--- config.mk ---
export PLATFORM = sky130hd
export DESIGN_NAME = trq_queue
export DESIGN_NICKNAME = d
export VERILOG_FILES = /design/src/rtl/trq_pkg.sv /design/src/rtl/trq_queue.sv
export SDC_FILE = /design/constraint.sdc
export NUM_CORES = 1
export LEC_CHECK = 0
export ABC_AREA = 1
export ABC_CLOCK_PERIOD_IN_PS = 34000
export BUFFER_PORTS_ARGS = -buffer_cell sky130_fd_sc_hd__buf_2
export CAP_MARGIN = 10
export CORE_AREA = 3 3 213 215
export DETAILED_ROUTE_END_ITERATION = 8
export DIE_AREA = 0 0 216 218
export PLACE_DENSITY = 0.71
export SETUP_SLACK_MARGIN = 0.4
export SLEW_MARGIN = 20
export SYNTH_ARGS = -nofsm -noshare
export SYNTH_HDL_FRONTEND = slang
export SYNTH_SLANG_ARGS = --single-unit
--- constraint.sdc ---
create_clock -name clk -period 34 [get_ports clk]
set_input_delay 5.1 -clock clk [delete_from_list [all_inputs] [get_ports clk]]
set_output_delay 5.1 -clock clk [all_outputs]
set_load 0.005 [all_outputs]
--- src/rtl/trq_pkg.sv ---
// shared types, constants and helpers for the trail ribbon quad builder
package trq_pkg;

  localparam int CFG_IDX_W = 1;
  localparam logic [CFG_IDX_W-1:0] CFG_MAX_LIFETIME = 1'b0;
  localparam logic [CFG_IDX_W-1:0] CFG_HALF_WIDTH   = 1'b1;

  localparam logic [30:0] MAX_LIFETIME_RESET = 31'd65536;
  localparam logic [30:0] HALF_WIDTH_RESET   = 31'd3277;

  localparam logic KIND_VERTEX = 1'b0;
  localparam logic KIND_INDEX  = 1'b1;

  localparam int QUEUE_DEPTH = 2;

  typedef struct packed {
    logic signed [31:0] p0_x;
    logic signed [31:0] p0_y;
    logic signed [31:0] p0_z;
    logic [30:0]        p0_life;
    logic signed [31:0] p1_x;
    logic signed [31:0] p1_y;
    logic signed [31:0] p1_z;
    logic [30:0]        p1_life;
    logic [15:0]        base;
  } job_t;

  typedef struct packed {
    logic start;
    logic [63:0] num;
    logic [31:0] den;
  } div_req_t;

  typedef struct packed {
    logic done;
    logic [63:0] quo;
  } div_rsp_t;

  function automatic logic signed [31:0] sat32(input logic signed [33:0] v);
    logic signed [31:0] r;
    if (v > 34'sd2147483647) r = 32'sh7fffffff;
    else if (v < -34'sd2147483648) r = 32'sh80000000;
    else r = v[31:0];
    return r;
  endfunction

  function automatic logic [1:0] idx_offset(input logic [2:0] k);
    logic [1:0] r;
    case (k)
      3'd0: r = 2'd0;
      3'd1: r = 2'd1;
      3'd2: r = 2'd2;
      3'd3: r = 2'd2;
      3'd4: r = 2'd1;
      3'd5: r = 2'd3;
      default: r = 2'd0;
    endcase
    return r;
  endfunction

endpackage

--- src/rtl/trq_queue.sv ---
// two-entry segment job queue between front and back
module trq_queue (
  input  logic            clk,
  input  logic            rst,
  input  logic            wr_en,
  input  trq_pkg::job_t   wr_job,
  output logic            q_full,
  input  logic            rd_en,
  output trq_pkg::job_t   rd_job,
  output logic            q_empty
);

  trq_pkg::job_t slots [trq_pkg::QUEUE_DEPTH];
  logic wr_ptr;
  logic rd_ptr;
  logic [1:0] count;

  assign q_full  = (count == 2'(trq_pkg::QUEUE_DEPTH));
  assign q_empty = (count == 2'd0);
  assign rd_job  = slots[rd_ptr];

  always_ff @(posedge clk) begin
    if (wr_en) begin
      slots[wr_ptr] <= wr_job;
    end
    if (rst) begin
      wr_ptr <= 1'b0;
      rd_ptr <= 1'b0;
      count  <= 2'd0;
    end else begin
      if (wr_en) wr_ptr <= ~wr_ptr;
      if (rd_en) rd_ptr <= ~rd_ptr;
      if (wr_en && !rd_en) count <= count + 2'd1;
      else if (rd_en && !wr_en) count <= count - 2'd1;
    end
  end

endmodule

==> results.cfg <==
[power]
vdd_drop_max_mv = 0.0478
clkPwrFrac = 0.366
leakage_nw = 9.96
switching_power_uw = 320
swShare = 0.215
comb_power_share = 0.105
power_density_nw_per_um2 = 58.6
p_int_mw = 1.17
seq_power_share = 0.530

[worst_setup_path]
crit_chain = buf_4 -> buf_4 -> buf_16 -> buf_4 -> mux2_4 -> buf_2
critPathMaxFanout = 67
cp_slowest_cell = buf_4
path_class = reg2out
crit_path_end_kind = output port
slowest_delay_ns = 0.92
cp_data_required_time_ns = 28.90
cp.arrival_ns = 4.53
crit_top_cell = buf_4
crit_path_start_kind = flop
critPathTopFamily = buffers and inverters
path_buf_inv = 5

[timing]
finClkSkew_ns = 0.00948
slew_violations = 0
slew_headroom = 0.284
worst_pin_slew_ns = 1.07
setup_tns_ns = 0
hold_violations = 0
finalCritPeriodShare = 0.283
rsz0062_at_grt = no
period_minus_slack_ns = 9.63
setup_viol_count_final = 0
max_freq_mhz = 104

[global_routing]
grt_pass1_vias = 10785
overflow = 0
grt_pass1_wl_um = 65500
grt_start_max_net_pins = 123
antenna_found_initial = 23
grt_util_all_layers = 0.184

[cells_and_area]
multi_input_area_um2 = 3890
seqCellArea_um2 = 16300
final_layout_size_suffix_gt1_frac = 0.599
final_nets = 1730
nFillCells = 3300
stdcell_count = 2104
syn2layout_area_growth_pct = 24.1
final_area_um2 = 25500

[floorplan]
initial_utilization = 0.467
die_w_um = 216
die_area_um2 = 47100
coreArea_um2 = 43900
fp.dieH_um = 218
ioPinCount = 546
rows = 77

[placement]
dpl_cell_area_um2 = 23800
gp_congestion = 0.796
dp_hpwl_um = 31400
dp_cells = 1990
io_buffers = 545

[synthesis]
yosysTopAreaCell = edfxtp_1
postSynthAreaPerCell_um2 = 23.5
syn_area_um2 = 20500
synth_cells = 873
synth_area_leaders = edfxtp_1 (79%), mux2_4 (15%), mux2_2 (3.8%), buf_6 (1.3%), dfxtp_1 (0.49%)
syn_nets = 1148
yosysWarnings = 0
synth-seq-area-share = 0.795
netlist.area_leader.share = 0.790
synth_cell_types = 16
ys_ff_latch = 545

[clock_tree]
cts_setup_buffers = 0
cts_buffer_depth = 3
cts-hold-fix-buffers = 0
root_buffer = clkbuf_16
clock_insertion_delay_worst_skew_ns = 0.58
clock_sinks = 545
clkTransAtPathRegs_ns = 0.06
cts_buffers = 54
cts_resized = 0
cts_tree = yes
h-tree-depth = 2

[routing]
drc = 0
num_vias = 10319
wl_um = 44900
drt_iter0_drc = 795
dr.pass1.iters = 4
via_per_inst = 4.90
ant_nets = 0
routedWlPerCell_um = 21.3

[run]
maxCapViolCount = 0

[min_path]
hold_class = reg2reg

[outcome]
status = completed
## power groups by stage
stage	combinational [mW]	clock (mW)	sequential [mW]
finish	0.157	0.546	0.791
global route	0.168	0.588	0.794
CTS	0.159	0.560	0.791
detailed placement	0.159	0	0.805
global placement	0.156	0	0.803
floorplan	0.0919	0	0.811
## area by class of cell
class	count	area share
Antenna cell	13	0.00128
Clock buffer	65	0.0555
Clock inverter	35	0.00835
Inverter	9	0.00162
Multi-Input combinational cell	289	0.153
Sequential cell	545	0.640
Tap cell	592	0.0291
Timing Repair Buffer	556	0.111
## synthesized netlist by cell type
| cell | count |
|---|---|
| edfxtp_1 | 540 |
| mux2_4 | 200 |
| mux2_2 | 70 |
| buf_6 | 23 |
| inv_1 | 9 |
| buf_2 | 7 |
| nor2_1 | 7 |
| dfxtp_1 | 5 |
| nand2_1 | 5 |
| a21oi_1 | 1 |
| ha_1 | 1 |
| nand3_1 | 1 |
| nand4_1 | 1 |
| nor3_1 | 1 |
| o21ai_0 | 1 |
| xnor2_1 | 1 |
## state kept, by name (all words and copies together) (netlist names), named ones only
register,flops
rd_ptr,1
wr_ptr,1
slots,540
count,2
## through the flow
stage	utilization	worst slack [ns]	power, mW	hold slack [ns]
5_1_grt	0.580	24.12	1.55	0.553
3_3_place_gp	0.542	24.72	0.960	0.496
2_1_floorplan	-	16.67	0.903	0.480
6_report	0.580	24.37	1.49	0.518
3_5_place_dp	0.542	24.67	0.964	0.506
4_1_cts	0.579	24.04	1.51	0.523
## metal layers
| layer | track usage | up-vias | routed length [um] |
|---|---|---|---|
| li1 | - | 4664 | - |
| met3 | 0.0810 | 91 | 4700 |
| met4 | 0.0580 | 18 | 1100 |
| met1 | 0.221 | 5080 | 17000 |
| met5 | 0 | - | 119 |
| met2 | 0.302 | 466 | 21900 |
## tightest hold or removal path, stage by stage, from the launching register on
cell and delay [ns]:
dfxtp_1 0.32, xnor2_1 0.09, nor2_1 0.07
## cells in the final DEF, fill, tap and decap left out, types with 5 or more instances in the layout
cell type | Yosys | layout
clkbuf_1 | 0 | 10
buf_2 | 7 | 545
nand2_1 | 5 | 5
inv_1 | 9 | 8
buf_4 | 0 | 10
mux2_2 | 70 | 70
clkinv_2 | 0 | 8
clkbuf_16 | 0 | 55
clkinv_1 | 0 | 21
edfxtp_1 | 540 | 540
mux2_4 | 200 | 200
diode_2 | 0 | 13
nor2_1 | 7 | 6
## kinds of logic after synthesis
logic type	Yosys count	synth area share
DFF	545	0.795
muxes	270	0.185
buffers and inverters	39	0.0160
and+or+nand+nor	15	0.00299
AOI/OAI and AO/OA	2	0.000487
xor gates and xnor gates	1	0.000427
adders and majority gates	1	0.000609
## path summary, 6_finish.rpt
| check | from | end | slack, ns | cells past startpoint |
|---|---|---|---|---|
| worst min-delay path | rd_ptr | rd_ptr | 0.52 | 2 |
| worst min register to register | rd_ptr | rd_ptr | 0.52 | 2 |
| worst max register to register | wr_ptr | slots[1][95] | 31.41 | 3 |
| worst max-delay path | flop | rd_job[155] | 24.37 | 6 |
Power figures use the tool's default switching activity.
