## src/rtl/trq_pkg.sv

```systemverilog
// shared types, constants and helpers for the trail ribbon quad builder
package trq_pkg;

  localparam int CFG_IDX_W = 1;
  localparam logic [CFG_IDX_W-1:0] CFG_MAX_LIFETIME = 1'b0;
  localparam logic [CFG_IDX_W-1:0] CFG_HALF_WIDTH   = 1'b1;

  localparam logic [30:0] MAX_LIFETIME_RESET = 31'd65536;
  localparam logic [30:0] HALF_WIDTH_RESET   = 31'd3277;

  localparam logic KIND_VERTEX = 1'b0;
  localparam logic KIND_INDEX  = 1'b1;

  localparam int QUEUE_DEPTH = 2;

  typedef struct packed {
    logic signed [31:0] p0_x;
    logic signed [31:0] p0_y;
    logic signed [31:0] p0_z;
    logic [30:0]        p0_life;
    logic signed [31:0] p1_x;
    logic signed [31:0] p1_y;
    logic signed [31:0] p1_z;
    logic [30:0]        p1_life;
    logic [15:0]        base;
  } job_t;

  typedef struct packed {
    logic start;
    logic [63:0] num;
    logic [31:0] den;
  } div_req_t;

  typedef struct packed {
    logic done;
    logic [63:0] quo;
  } div_rsp_t;

  function automatic logic signed [31:0] sat32(input logic signed [33:0] v);
    logic signed [31:0] r;
    if (v > 34'sd2147483647) r = 32'sh7fffffff;
    else if (v < -34'sd2147483648) r = 32'sh80000000;
    else r = v[31:0];
    return r;
  endfunction

  function automatic logic [1:0] idx_offset(input logic [2:0] k);
    logic [1:0] r;
    case (k)
      3'd0: r = 2'd0;
      3'd1: r = 2'd1;
      3'd2: r = 2'd2;
      3'd3: r = 2'd2;
      3'd4: r = 2'd1;
      3'd5: r = 2'd3;
      default: r = 2'd0;
    endcase
    return r;
  endfunction

endpackage

```

## src/rtl/trq_front.sv

```systemverilog
// front end: takes points, keeps the previous point and forms segment jobs
module trq_front (
  input  logic               clk,
  input  logic               rst,
  input  logic               accept,
  input  logic               start_req,
  input  logic signed [31:0] pos_x,
  input  logic signed [31:0] pos_y,
  input  logic signed [31:0] pos_z,
  input  logic [30:0]        lifetime,
  output logic               job_push,
  output trq_pkg::job_t      job
);

  logic signed [31:0] prev_x;
  logic signed [31:0] prev_y;
  logic signed [31:0] prev_z;
  logic [30:0]        prev_life;
  logic               have_previous;
  logic [15:0]        vertex_base;

  assign job_push = accept && !start_req && have_previous;

  always_comb begin
    job.p0_x    = prev_x;
    job.p0_y    = prev_y;
    job.p0_z    = prev_z;
    job.p0_life = prev_life;
    job.p1_x    = pos_x;
    job.p1_y    = pos_y;
    job.p1_z    = pos_z;
    job.p1_life = lifetime;
    job.base    = vertex_base;
  end

  always_ff @(posedge clk) begin
    if (rst) begin
      prev_x        <= '0;
      prev_y        <= '0;
      prev_z        <= '0;
      prev_life     <= '0;
      have_previous <= 1'b0;
      vertex_base   <= '0;
    end else if (accept) begin
      prev_x        <= pos_x;
      prev_y        <= pos_y;
      prev_z        <= pos_z;
      prev_life     <= lifetime;
      have_previous <= 1'b1;
      if (start_req) vertex_base <= '0;
      else if (have_previous) vertex_base <= vertex_base + 16'd4;
    end
  end

endmodule

```

## config.mk

```make
export PLATFORM = sky130hd
export DESIGN_NAME = trq_front
export DESIGN_NICKNAME = d
export VERILOG_FILES = /design/src/rtl/trq_pkg.sv /design/src/rtl/trq_front.sv
export SDC_FILE = /design/constraint.sdc
export NUM_CORES = 1
export LEC_CHECK = 0
export ABC_AREA = 1
export BUFFER_PORTS_ARGS = -buffer_cell sky130_fd_sc_hd__buf_2
export CAP_MARGIN = 20
export CORE_AREA = 2 2 155 157
export DETAILED_ROUTE_END_ITERATION = 10
export DIE_AREA = 0 0 157 159
export MAX_ROUTING_LAYER = met4
export PLACE_DENSITY = 0.63
export RECOVER_POWER = 50
export SETUP_SLACK_MARGIN = 0.3
export SYNTH_ARGS = -nofsm -noshare
export SYNTH_HDL_FRONTEND = slang
export SYNTH_SLANG_ARGS = --single-unit
```

## constraint.sdc

```tcl
create_clock -name clk -period 1.49 [get_ports clk]
set_input_delay 0.3725 -clock clk [delete_from_list [all_inputs] [get_ports clk]]
set_output_delay 0.3725 -clock clk [all_outputs]
set_load 0.02 [all_outputs]
```

==> summary.txt <==
DRT
--------------------------------------------------------------------------------
Total Routed Length                                                     19.74 mm
Met3 routed WL                                                          1.344 mm
First-pass iteration count of the detailed router                              4
Met2 routed wirelength                                                  10.12 mm
Drt drc                                                                        0
Total via count after detailed routing                                      6154
DR WL/cell                                                              13.76 um
Top routing layer used                                                      met4
Routed length on met1                                                   8.022 mm
Post-DRT Antenna Nets                                                          0
Via-per-instance ratio                                                     4.291
DRC violation total after the first TritonRoute iteration                    337

WORST SETUP PATH
--------------------------------------------------------------------------------
Worst path slowest cell                                             sky130_fd_sc_hd__dfxtp_4
CP Launch Type                                                         flip-flop
Worst R2R End                                                       vertex_base[2]
Critical R2R Launch                                                 have_previous
Arrival time reported for the critical path endpoint                     1.04 ns
Stage delay of the slowest cell on the critical path                     0.36 ns
Ordered cell list for the critical path                             nand2_4, nor2_4, buf_6
Crit Path Max Fanout                                                           2
Crit end category                                                    output port
Cells on worst reg2reg path                                                    8
Slack of the worst reg-to-reg path                                       0.25 ns
CP required                                                              1.12 ns
Type of the worst setup path                                          reg -> out

POWER
--------------------------------------------------------------------------------
Power density over the cells                                        1081 mW/mm^2
Switching power share of the total                                        30.07%
Logic gate share of total power                                            19.6%
Worst voltage drop across the vdd grid                               0.0004759 V
Leak                                                                 0.004316 uW
Clock network fraction of total power                                      39.2%
Share of power burned in registers                                         41.2%
P_sw                                                                     3084 uW
Internal power consumption                                               7173 uW

CLOCKING
--------------------------------------------------------------------------------
Cell at the root of the clock tree                                  sky130_fd_sc_hd__clkbuf_16
Clock latency on the worst-skew pair                                     0.41 ns
Number of buffers created by CTS                                              17
CTS clk-pin slew, worst paths                                            0.07 ns
Clk sinks                                                                    142
Number of buffers on the longest clock path                                    2
H-tree levels                                                                  4
Clock tree from TritonCTS                                                   done
Count of hold buffers inserted by post-cts repair                              0

DIE
--------------------------------------------------------------------------------
Top Ports                                                                    402
Row count                                                                     56
Floorplan die area                                                  0.02496 sq mm
Effective utilization at floorplan                                        26.23%
Width of the die                                                          157 um
Area of the placeable core                                          0.02319 sq mm
Chip Height                                                               159 um

LOGIC SYNTHESIS
--------------------------------------------------------------------------------
Netlist area before placement                                       0.006083 sq mm
Avg Synthesized Cell Area                                            7.557 sq um
Register area share after synthesis                                       46.73%
Number of unique standard cell types used by synthesis                        24
Largest family of logic cells by synthesized area                   simple AND/OR/NAND/NOR gates
Share of the synthesized netlist area taken by xor and xnor gates             0%
Number of flops mapped to enable cells by yosys                                0
Prevailing post-synth register cell                                 sky130_fd_sc_hd__dfxtp_1
Top-count cell post-synth                                           sky130_fd_sc_hd__nor2_1
Simple-Gate Fraction of Synth Area                                        20.65%
Gate count after technology mapping                                          805
Top-area cell type share of the netlist area                              46.73%
Adder-cell share of the synthesized area                                 0.2057%
Synth Area in Compound Gates                                              12.69%
Top cell types by occurrence after synthesis                        270 x sky130_fd_sc_hd__nor2_1, 142 x sky130_fd_sc_hd__dfxtp_1, 134 x sky130_fd_sc_hd__o21ai_0
Cell accounting for the most synthesized area                       sky130_fd_sc_hd__dfxtp_1
Top area cells in the synthesized netlist                           sky130_fd_sc_hd__dfxtp_1 47%, sky130_fd_sc_hd__nor2_1 17%, sky130_fd_sc_hd__buf_4 16%
Ys async rst share                                                            0%
Register bit total from synthesis                                            142
Multiplexer area fraction after synthesis                                     0%
Synthesis warning total                                                        0

FINISH
--------------------------------------------------------------------------------
NumNets Final                                                               1234
Area overhead of the layout relative to synthesis                         55.92%
Post-Route Utilization                                                    40.90%
Number of antenna repair diodes                                                0
Filler Cells Inserted                                                       2298
Share of layout cells above drive strength 1                              50.94%

STA
--------------------------------------------------------------------------------
Slew Viols, Final                                                              0
Transition time of the tightest slew-check pin                         0.7327 ns
Setup violators final                                                          0
Period Utilization, post-route                                            94.57%
Tmin final                                                              1.409 ns
Setup Skew                                                           0.009385 ns
Final hold violations                                                          0
Timing-limited maximum frequency                                       709.7 MHz
Total Negative Setup Slacks                                                 0 ns
Max-slew headroom at the worst pin                                        51.10%
RSZ-0062 raised after global routing                                         yes

PLACE
--------------------------------------------------------------------------------
Final estimated routing congestion in global placement                    0.8444
Detailed Place HPWL                                                     13.27 mm
Count of buffers inserted at the top-level ports                             399

RUN STATUS
--------------------------------------------------------------------------------
Run status                                                          complete, no violations

GRT
--------------------------------------------------------------------------------
Global-route usage over all layers                                        15.15%
Pin count of the biggest net entering global routing                          74
Global-route wire length before repair                                  29.44 mm
Number of antenna violations at the first check in global routing              0
Number of global-route vias before repair                                   5738
Total global routing overflow                                                  0

HOLD PATH
--------------------------------------------------------------------------------
Terminating pin of the worst hold path                              vertex_base[3]
Instance count along the most critical hold path                               2
Hold/Removal Path Class                                                in -> reg
Worst hold path startpoint                                                   rst

JOB
--------------------------------------------------------------------------------
Max Cap Viol                                                                   0

==> cells by family (layout without fill, tap and decap cells) <==
| logic type | Yosys count | after routing |
|---|---|---|
| compound gates | 152 | 152 |
| buf+inv | 183 | 492 |
| flops | 142 | 142 |
| other cells | 1 | 2 |
| simple gates | 326 | 326 |
| fa+ha+maj | 1 | 1 |
==> per-stage QoR <==
stage	setup slack, ns	instance area [sq um]	instances	hold slack (ns)	power, uW
2_1_floorplan	0.2827	6111	806	0.4319	5420
3_3_place_gp	0.1374	7572	1371	0.4702	5943
3_5_place_dp	0.1125	7572	1371	0.4773	5954
4_1_cts	0.05200	9343	1416	0.1680	10400
5_1_grt	0.03133	9485	1434	0.1721	10730
6_report	0.08086	9485	1434	0.1852	10260
==> power by group through the flow <==
stage | logic [uW] | clock network (uW) | registers [uW]
2_1_floorplan | 902 | 0 | 4520
5_1_grt | 2160 | 4320 | 4260
4_1_cts | 2020 | 4150 | 4230
3_3_place_gp | 1730 | 0 | 4210
3_5_place_dp | 1730 | 0 | 4220
6_report | 2010 | 4020 | 4230
==> critical path: cells and delay by family, from the launching register on <==
kind / cells / cell delay, ns
flops: 1 / 0.36
simple gates: 2 / 0.15
buf+inv: 1 / 0.12
==> area by class of cell <==
| type | instances | area (sq um) | area share (%) |
|---|---|---|---|
| inverters | 10 | 38.79 | 0.4089 |
| flip-flops and latches | 142 | 3053 | 32.19 |
| well taps | 319 | 399.1 | 4.208 |
| repair buffers | 450 | 3253 | 34.30 |
| clock buffers | 19 | 454.2 | 4.788 |
| clock inverters | 13 | 103.9 | 1.095 |
| multi-input cells | 481 | 2183 | 23.02 |
==> layer usage <==
| metal | up-vias | GRT usage [%] |
|---|---|---|
| li1 | 3028 | - |
| met1 | 2810 | 17.47 |
| met2 | 294 | 26.20 |
| met3 | 22 | 4.001 |
| met4 | 0 | 3.420 |
| met5 | - | - |
==> placed cells by master (no fill, tap or decap), drive strengths merged <==
cell type	Yosys	routed
nand3	7	7
clkbuf	31	106
conb	1	2
nand4	3	3
buf	142	363
clkinvlp	0	5
a21oi	12	12
a22oi	1	1
nand2	43	43
o21ai	137	137
and3	1	1
nor2	271	271
clkinv	0	5
nor3b	1	1
ha	1	1
o21bai	2	2
dfxtp	142	142
inv	10	13
==> timing repair <==
item,4_1_cts,5_1_grt
endpoints found under the setup margin,148,156
buffers inserted,13,17
pin swaps,4,12
resized for setup,439,33
gates cloned,0,1
==> flip-flops by register name (all words and copies together), names as in the netlist <==
signal,flops
have_previous,1
prev_life,31
prev_x,32
prev_y,32
prev_z,32
vertex_base,14
==> worst max path at each step <==
stage                  start              to  slack [ns]
2_1_floorplan         accept        job_push        0.28
5_1_grt        have_previous        job_push        0.03
3_5_place_dp       start_req  vertex_base[5]        0.11
3_3_place_gp       start_req  vertex_base[5]        0.14
4_1_cts        have_previous        job_push        0.05
6_report       have_previous        job_push        0.08
Note: power is estimated with default switching activity, not from simulation.
