`src/rtl/trq_pkg.sv`:
```
// shared types, constants and helpers for the trail ribbon quad builder
package trq_pkg;

  localparam int CFG_IDX_W = 1;
  localparam logic [CFG_IDX_W-1:0] CFG_MAX_LIFETIME = 1'b0;
  localparam logic [CFG_IDX_W-1:0] CFG_HALF_WIDTH   = 1'b1;

  localparam logic [30:0] MAX_LIFETIME_RESET = 31'd65536;
  localparam logic [30:0] HALF_WIDTH_RESET   = 31'd3277;

  localparam logic KIND_VERTEX = 1'b0;
  localparam logic KIND_INDEX  = 1'b1;

  localparam int QUEUE_DEPTH = 2;

  typedef struct packed {
    logic signed [31:0] p0_x;
    logic signed [31:0] p0_y;
    logic signed [31:0] p0_z;
    logic [30:0]        p0_life;
    logic signed [31:0] p1_x;
    logic signed [31:0] p1_y;
    logic signed [31:0] p1_z;
    logic [30:0]        p1_life;
    logic [15:0]        base;
  } job_t;

  typedef struct packed {
    logic start;
    logic [63:0] num;
    logic [31:0] den;
  } div_req_t;

  typedef struct packed {
    logic done;
    logic [63:0] quo;
  } div_rsp_t;

  function automatic logic signed [31:0] sat32(input logic signed [33:0] v);
    logic signed [31:0] r;
    if (v > 34'sd2147483647) r = 32'sh7fffffff;
    else if (v < -34'sd2147483648) r = 32'sh80000000;
    else r = v[31:0];
    return r;
  endfunction

  function automatic logic [1:0] idx_offset(input logic [2:0] k);
    logic [1:0] r;
    case (k)
      3'd0: r = 2'd0;
      3'd1: r = 2'd1;
      3'd2: r = 2'd2;
      3'd3: r = 2'd2;
      3'd4: r = 2'd1;
      3'd5: r = 2'd3;
      default: r = 2'd0;
    endcase
    return r;
  endfunction

endpackage

```
`src/rtl/trq_div.sv`:
```
// serial restoring divider, one quotient bit per cycle
module trq_div (
  input  logic                clk,
  input  logic                rst,
  input  trq_pkg::div_req_t   req,
  output trq_pkg::div_rsp_t   rsp
);

  logic [63:0] quo;
  logic [31:0] rem;
  logic [31:0] den;
  logic [5:0]  cnt;
  logic        busy;
  logic        done;
  logic [32:0] rem_sh;
  logic        fits;

  assign rem_sh  = {rem, quo[63]};
  assign fits    = (rem_sh >= {1'b0, den});
  assign rsp.done = done;
  assign rsp.quo  = quo;

  always_ff @(posedge clk) begin
    if (rst) begin
      busy <= 1'b0;
      done <= 1'b0;
      cnt  <= '0;
    end else begin
      done <= 1'b0;
      if (req.start) begin
        busy <= 1'b1;
        cnt  <= '0;
        quo  <= req.num;
        rem  <= '0;
        den  <= req.den;
      end else if (busy) begin
        if (fits) begin
          rem <= 32'(rem_sh - {1'b0, den});
          quo <= {quo[62:0], 1'b1};
        end else begin
          rem <= rem_sh[31:0];
          quo <= {quo[62:0], 1'b0};
        end
        cnt <= cnt + 6'd1;
        if (cnt == 6'd63) begin
          busy <= 1'b0;
          done <= 1'b1;
        end
      end
    end
  end

endmodule

```
`config.mk`:
```
export PLATFORM = sky130hd
export DESIGN_NAME = trq_div
export DESIGN_NICKNAME = d
export VERILOG_FILES = /design/src/rtl/trq_pkg.sv /design/src/rtl/trq_div.sv
export SDC_FILE = /design/constraint.sdc
export NUM_CORES = 1
export LEC_CHECK = 0
export ABC_AREA = 1
export BUFFER_PORTS_ARGS = -buffer_cell sky130_fd_sc_hd__buf_2
export CORE_ASPECT_RATIO = 1.75
export CORE_UTILIZATION = 61
export DETAILED_ROUTE_END_ITERATION = 8
export GPL_ROUTABILITY_DRIVEN = 0
export PLACE_DENSITY = 0.95
export SKIP_LAST_GASP = 1
export SYNTH_ARGS = -nofsm -noshare
export SYNTH_HDL_FRONTEND = slang
export SYNTH_SLANG_ARGS = --single-unit
```
`constraint.sdc`:
```
create_clock -name clk -period 21.7 [get_ports clk]
set_input_delay 4.34 -clock clk [delete_from_list [all_inputs] [get_ports clk]]
set_output_delay 4.34 -clock clk [all_outputs]
set_load 0.02 [all_outputs]
```
==> qor.txt, run 1 <==
Synth Area in XOR/XNOR: 0.0153
most common cell in the netlist: nand2_1
fin crit period: 6.34 ns
H-tree Lvls: 4
initial antenna violation count: 0
via count: 8,238
setup bufs post-CTS: 0
Worst R2R Setup Slack: 18.60 ns
Die W: 91.6 um
Worst-Skew Late Latency: 0.43 ns
num rows: 56
area share of the largest cell type after synthesis: 0.449
Remaining DRCs: 0
setup TNS: 0 ns
Synth Cell Area: 8560 um2
largest family of logic cells by synthesized area: simple AND/OR/NAND/NOR gates
CP Launch Type: input pin
Synth Area in Adders: 0.0506
clk sinks: 136
Max Freq: 0.158 GHz
worst setup path class: in -> reg
GRT Total Usage: 0.366
Worst slew margin: 0.229
final wirelength: 25,200 um
ratio of cells with drive above 1 in the final layout: 0.189
CTS Root Cell: clkbuf_16
mux cell area share after synthesis: 0
aggregate global routing overflow: 0
post-CTS sizing: 0
routed length per instance: 16.9 um
status: finished clean
RSZ-0062 raised after global routing: no
PwrDens: 89.1 nW/um2
die area: 14,500 um2
first-pass GRT wire length: 40,800 um
ys async rst share: 0
Top FF cell, synth: edfxtp_1
Cells after Synth: 1,141
IO buf count: 163
Req. time, crit path: 21.76 ns
CORE AREA: 13,500 um2
Die Height: 159 um
dpl ws: 14.95 ns
leakage power: 5.37 nW
vias in the first global route: 8,397
Via density: 5.54
Worst-Margin Slew: 1.16 ns
Reg2Reg Capture Point: rem[28]$_SDFFCE_PP0P_
R2R depth: 12
Layout Nets: 1,434
clk slew on worst S/H paths: 0.06 ns
final worst slack: 15.36 ns
largest net degree at the start of global routing: 98
Compound-Gate Fraction of Synth Area: 0.0151
ant diodes: 0
crit share post-route: 0.292
post-detail-place hpwl: 16,800 um
Max clock buf depth: 2
Yosys reg bits: 136
Cell variety after synth: 40
CP endpoint kind: register
Syn Nets: 1,274
IO Pins: 164
MaxCap Viol Count: 0
filler cell count: 833
DRT Pass-1 Iters: 8
Ys Warns: 0
P&R area growth vs syn: 18.0%
hold buffer count at CTS: 0
Initial Utilization: 0.633
Worst Hold End: cnt[5]$_SDFFE_PP0P_
top cells by count, synth: nand2_1, inv_1, edfxtp_1, nor2_1, nand3_1
max-slew violations: 0
clk_skew: 0.0125 ns
Final Util: 0.747
Worst EP arrival: 6.40 ns
Peak VDD IR: 0.0913 mV
CP Max Fanout: 97
syn avg cell area: 7.50 um2
HP Start: cnt[5]$_SDFFE_PP0P_
Hold Crit Depth: 2
PnR Total Power: 900 uW
TritonCTS buffer count: 17
Post-synth EDFFs: 128
top cells by area, synth: edfxtp_1, nand2_1, inv_1
Hold Vio Cnt, Final: 0
final setup fails: 0
CTS tree: done
leading area contributor after synthesis: edfxtp_1
worst reg2reg path startpoint: rem[6]$_SDFFCE_PP0P_
Synth Area in Simple Gates: 0.344
register area share after synthesis: 0.468
Post-DRT Antenna Nets: 0
Tightest Hold Check Type: reg -> reg
DR iter-0 viols: 798
-- cells in the final DEF (no fill, tap or decap), types with 2 or more instances in the layout --
| cell | instances |
|---|---|
| dfxtp_1 | 8 |
| nor2_1 | 97 |
| clkbuf_16 | 17 |
| inv_6 | 5 |
| o21ai_0 | 2 |
| nand2_1 | 489 |
| edfxtp_1 | 128 |
| nand2_2 | 15 |
| and2_1 | 5 |
| clkinv_1 | 2 |
| inv_2 | 6 |
| buf_2 | 163 |
| nand3b_1 | 4 |
| inv_1 | 195 |
| nor2_2 | 18 |
| a21oi_1 | 16 |
| inv_8 | 2 |
| nor2_4 | 4 |
| nand4_1 | 9 |
| nand3_1 | 45 |
| clkinv_4 | 2 |
| and3_1 | 2 |
| bufinv_16 | 3 |
| xor2_1 | 14 |
| nand3_2 | 3 |
| nor3_1 | 6 |
| nor3b_1 | 2 |
| buf_4 | 4 |
| ha_1 | 33 |
-- per-layer routing --
layer,GRT usage,share of wire
met5,0,0
met4,0.291,0.076
met3,0.0819,0.083
met2,0.635,0.52
met1,0.369,0.32
-- state kept, by name (all words and copies together), names as in the netlist --
register	cells
den	32
cnt	6
busy	1
quo	64
done	1
rem	32
-- kinds of logic after synthesis --
logic type,after synthesis
AOI/OAI and AO/OA,24
and+or+nand+nor,704
adders and majority gates,34
DFF,136
buffers and inverters,228
xor gates and xnor gates,15
-- how the worst max path moves through the flow --
stage | start | end | slack (ns) | cells past startpoint
after global routing | req[96] | quo[45]$_DFFE_PP_ | 15.21 | 6
after detailed placement | req[96] | quo[37]$_DFFE_PP_ | 14.95 | 6
after global placement | req[96] | quo[37]$_DFFE_PP_ | 15.01 | 6
final | req[96] | quo[45]$_DFFE_PP_ | 15.36 | 6
after CTS | req[96] | quo[3]$_DFFE_PP_ | 15.40 | 6
after floorplan | req[96] | quo[0]$_DFFE_PP_ | 9.74 | 2
-- where the power goes --
part           internal [mW]  switching [mW]
Sequential             0.320          0.0150
Clock                  0.184           0.127
Combinational         0.0804           0.172
-- layout make-up --
cell class              instances  area (um2)  share of cell area
clock buffers                  18         429              0.0425
clock inverters                14         185              0.0183
repair buffers                167         846              0.0837
inverters                     202         758              0.0751
multi-input cells             777        3660               0.362
flip-flops and latches        136        4000               0.396
well taps                     174         218              0.0216
-- worst max-delay path, cell delays in order --
cell	delay [ns]
buf_2	0.08
buf_4	0.51
inv_2	0.12
buf_4	0.45
o21ai_4	0.26
buf_4	0.57
-- stage by stage --
stage | instances | hold WS, ns | area [um2]
global placement | 1456 | 0.476 | 9490
detailed placement | 1456 | 0.491 | 9490
CTS | 1488 | 0.500 | 10100
global route | 1488 | 0.515 | 10100
finish | 1488 | 0.507 | 10100
floorplan | 1141 | 0.463 | 8560
Note: power is estimated with default switching activity, not from simulation.
==> run 2: changes to the inputs <==
CORE_UTILIZATION = 51   (was 61)
PLACE_DENSITY = 0.85   (was 0.95)
clock period = 5.59 ns   (was 21.7 ns; I/O delays follow)
==> run 2 against run 1 <==
  * Core utilization decreased by 13 points
  * Critical endpoint is now rem[25]$_SDFFCE_PP0P_
  * First-iteration DRC count decreased by 50%
  * Global-route usage decreased by 9.3 points
  * Critical path depth increased by 6
  * Sequential share of layout area about the same
  * Critical path type is now reg -> reg
  * Worst setup slack got worse by 13 ns
  * Clock skew decreased by 0.0020 ns
  * Clock power increased to 3.4 times the previous value
  * Power increased to 3.7 times the previous value
  * Register-to-register slack got worse by 16 ns
  * Non-clock buffer count unchanged
  * Cell area about the same
==> qor.txt, run 2 (same netlist as run 1, synthesis figures left out) <==
Initial Utilization: 0.521 (-0.113)
Die Height: 173 um (+9.2%)
filler cell count: 1,423 (+71%)
status: finished clean
Post-DRT Antenna Nets: 0 (unchanged)
Remaining DRCs: 0 (unchanged)
ant diodes: 0 (unchanged)
leakage power: 5.33 nW (-0.66%)
Max stage delay cell, worst path: nor2_2
sw frac: 0.342 (-0.00796)
most frequent CP cell: nor2_1
Largest register FFs: 64 (unchanged)
IO buf count: 163 (unchanged)
worst reg2reg path startpoint: rem[25]$_SDFFCE_PP0P_
final wirelength: 22,100 um (-12%)
Clock power frac: 0.321 (-0.025)
via count: 7,696 (-6.6%)
Req. time, crit path: 5.87 ns (-15.89 ns)
P&R area growth vs syn: 17.9% (about the same)
post-detail-place hpwl: 16,400 um (-2.5%)
aggregate global routing overflow: 0 (unchanged)
worst setup path end: rem[25]$_SDFFCE_PP0P_
setup TNS: 0 ns (unchanged)
DRT Pass-1 Iters: 5 (-3)
Max clock buf depth: 2 (unchanged)
H-tree Lvls: 4 (unchanged)
ratio of cells with drive above 1 in the final layout: 0.189 (unchanged)
vias in the first global route: 7,997 (-4.8%)
worst setup path class: reg -> reg
Largest Register: quo
Die W: 99.9 um (+9.2%)
setup bufs post-CTS: 0 (unchanged)
CTS tree: done
fin crit period: 2.93 ns
Largest regs: quo x64, den x32, rem x32
max-slew violations: 0 (unchanged)
CORE AREA: 16,400 um2 (+22%)
CP startpoint: rem[25]$_SDFFCE_PP0P_
Worst-Margin Slew: 1.11 ns (-0.0414 ns)
Reg2Reg Capture Point: rem[25]$_SDFFCE_PP0P_
initial antenna violation count: 0 (unchanged)
final setup fails: 0 (unchanged)
CTS Root Cell: clkbuf_16
Final Util: 0.614 (-0.133)
Worst-Skew Late Latency: 0.43 ns (about the same)
Peak VDD IR: 0.241 mV (+160%)
CP max stage delay: 0.88 ns (+0.31 ns)
MaxCap Viol Count: 0 (unchanged)
DR iter-0 viols: 396 (-50%)
most common cell after layout, fill and taps aside: nand2_1
R2R depth: 12 (unchanged)
CP Max Fanout: 23 (-76%)
clk sinks: 136 (unchanged)
RSZ-0062 raised after global routing: no
net load switching power: 1.13 mW (+260%)
Comb power frac: 0.286 (+0.005)
CP Launch Type: register
Worst R2R Setup Slack: 2.66 ns (-15.94 ns)
total internal power: 2.18 mW (+270%)
highest-count cells in the layout ignoring fill and taps: nand2_1, inv_1, buf_2, edfxtp_1, nor2_1
hold buffer count at CTS: 0 (unchanged)
Tightest Hold Check Type: reg -> reg
Max Freq: 0.342 GHz
post-CTS sizing: 0 (unchanged)
CP endpoint kind: register
clk_skew: 0.0105 ns (-0.00198 ns)
IO Pins: 164 (unchanged)
Worst slew margin: 0.257 (+0.0277)
Layout Nets: 1,434 (unchanged)
sequential power share: 0.393 (+0.020)
TritonCTS buffer count: 17 (unchanged)
Via density: 5.00 (-9.6%)
clk slew on worst S/H paths: 0.06 ns (about the same)
Cell Chain, Critical Path: ha_1 > nand2_1 > nand2_1 > inv_1 > nor2_1 > nor2_1 > nor2_2 > inv_1 > nand4_1 > nor2_2 > nor2_1 > nor2_1
crit share post-route: 0.524
GRT Total Usage: 0.272 (-0.0933)
first-pass GRT wire length: 36,100 um (-11%)
routed length per instance: 14.4 um (-15%)
Hold Vio Cnt, Final: 0 (unchanged)
PwrDens: 327 nW/um2 (+270%)
largest net degree at the start of global routing: 83 (-15%)
die area: 17,300 um2 (+19%)
num rows: 62 (+11%)
Worst EP arrival: 3.21 ns (-3.19 ns)
[run 2: cell types whose count changed in the layout (fill, tap and decap cells not counted), sizes merged]
cell / change
clkbuf: +2
bufinv: -2
clkinvlp: +3
clkinv: +2
inv: -5
[run 2: final cells by class]
class / count / area (um2) / area share
Multi-Input combinational cell: 777 / 3660 / 0.363
Tap cell: 224 / 280 / 0.0278
Clock inverter: 12 / 103 / 0.0102
Inverter: 202 / 758 / 0.0751
Sequential cell: 136 / 4000 / 0.396
Timing Repair Buffer: 167 / 846 / 0.0838
Clock buffer: 20 / 447 / 0.0442
[run 2: through the flow]
stage	cells	setup slack (ns)	instance area (um2)	total power [mW]	hold slack (ns)
6_report	1538	2.66	10100	3.31	0.508
5_1_grt	1538	2.42	10100	3.48	0.551
4_1_cts	1538	2.71	10100	3.30	0.499
3_5_place_dp	1506	2.25	9550	2.24	0.491
3_3_place_gp	1506	2.31	9550	2.22	0.479
2_1_floorplan	1141	1.33	8570	2.00	0.463
[run 2: layer usage]
metal | track usage | up-vias | wire [um] | part of all wire
li1 | - | 3811 | - | -
met3 | 0.0661 | 114 | 1300 | 0.059
met1 | 0.266 | 3435 | 7660 | 0.35
met2 | 0.484 | 336 | 11600 | 0.53
met4 | 0.205 | 0 | 1550 | 0.070
met5 | 0 | - | 0 | 0
[run 2: worst max-delay path: cells and delay by family, from the launching register on]
kind / cells / cell delay (ns)
buffers and inverters: 2 / 0.17
adders and majority gates: 1 / 0.40
DFF: 1 / 0.40
and+or+nand+nor: 9 / 1.80
[run 2: worst min path at each step]
stage                              from                  end  slack [ns]  cells after the start
floorplan           cnt[5]$_SDFFE_PP0P_  cnt[5]$_SDFFE_PP0P_        0.46                      2
global placement    cnt[5]$_SDFFE_PP0P_  cnt[5]$_SDFFE_PP0P_        0.48                      2
detailed placement  cnt[5]$_SDFFE_PP0P_  cnt[5]$_SDFFE_PP0P_        0.49                      2
CTS                 cnt[5]$_SDFFE_PP0P_  cnt[5]$_SDFFE_PP0P_        0.50                      2
global route        cnt[5]$_SDFFE_PP0P_  cnt[5]$_SDFFE_PP0P_        0.55                      2
finish              cnt[5]$_SDFFE_PP0P_  cnt[5]$_SDFFE_PP0P_        0.51                      2
[run 2: power groups by stage]
| stage | combinational, mW | clock (mW) | sequential [mW] |
|---|---|---|---|
| 2_1_floorplan | 0.641 | 0 | 1.36 |
| 3_3_place_gp | 0.905 | 0 | 1.32 |
| 3_5_place_dp | 0.927 | 0 | 1.32 |
| 4_1_cts | 0.937 | 1.07 | 1.30 |
| 5_1_grt | 1.06 | 1.11 | 1.31 |
| 6_report | 0.945 | 1.06 | 1.30 |
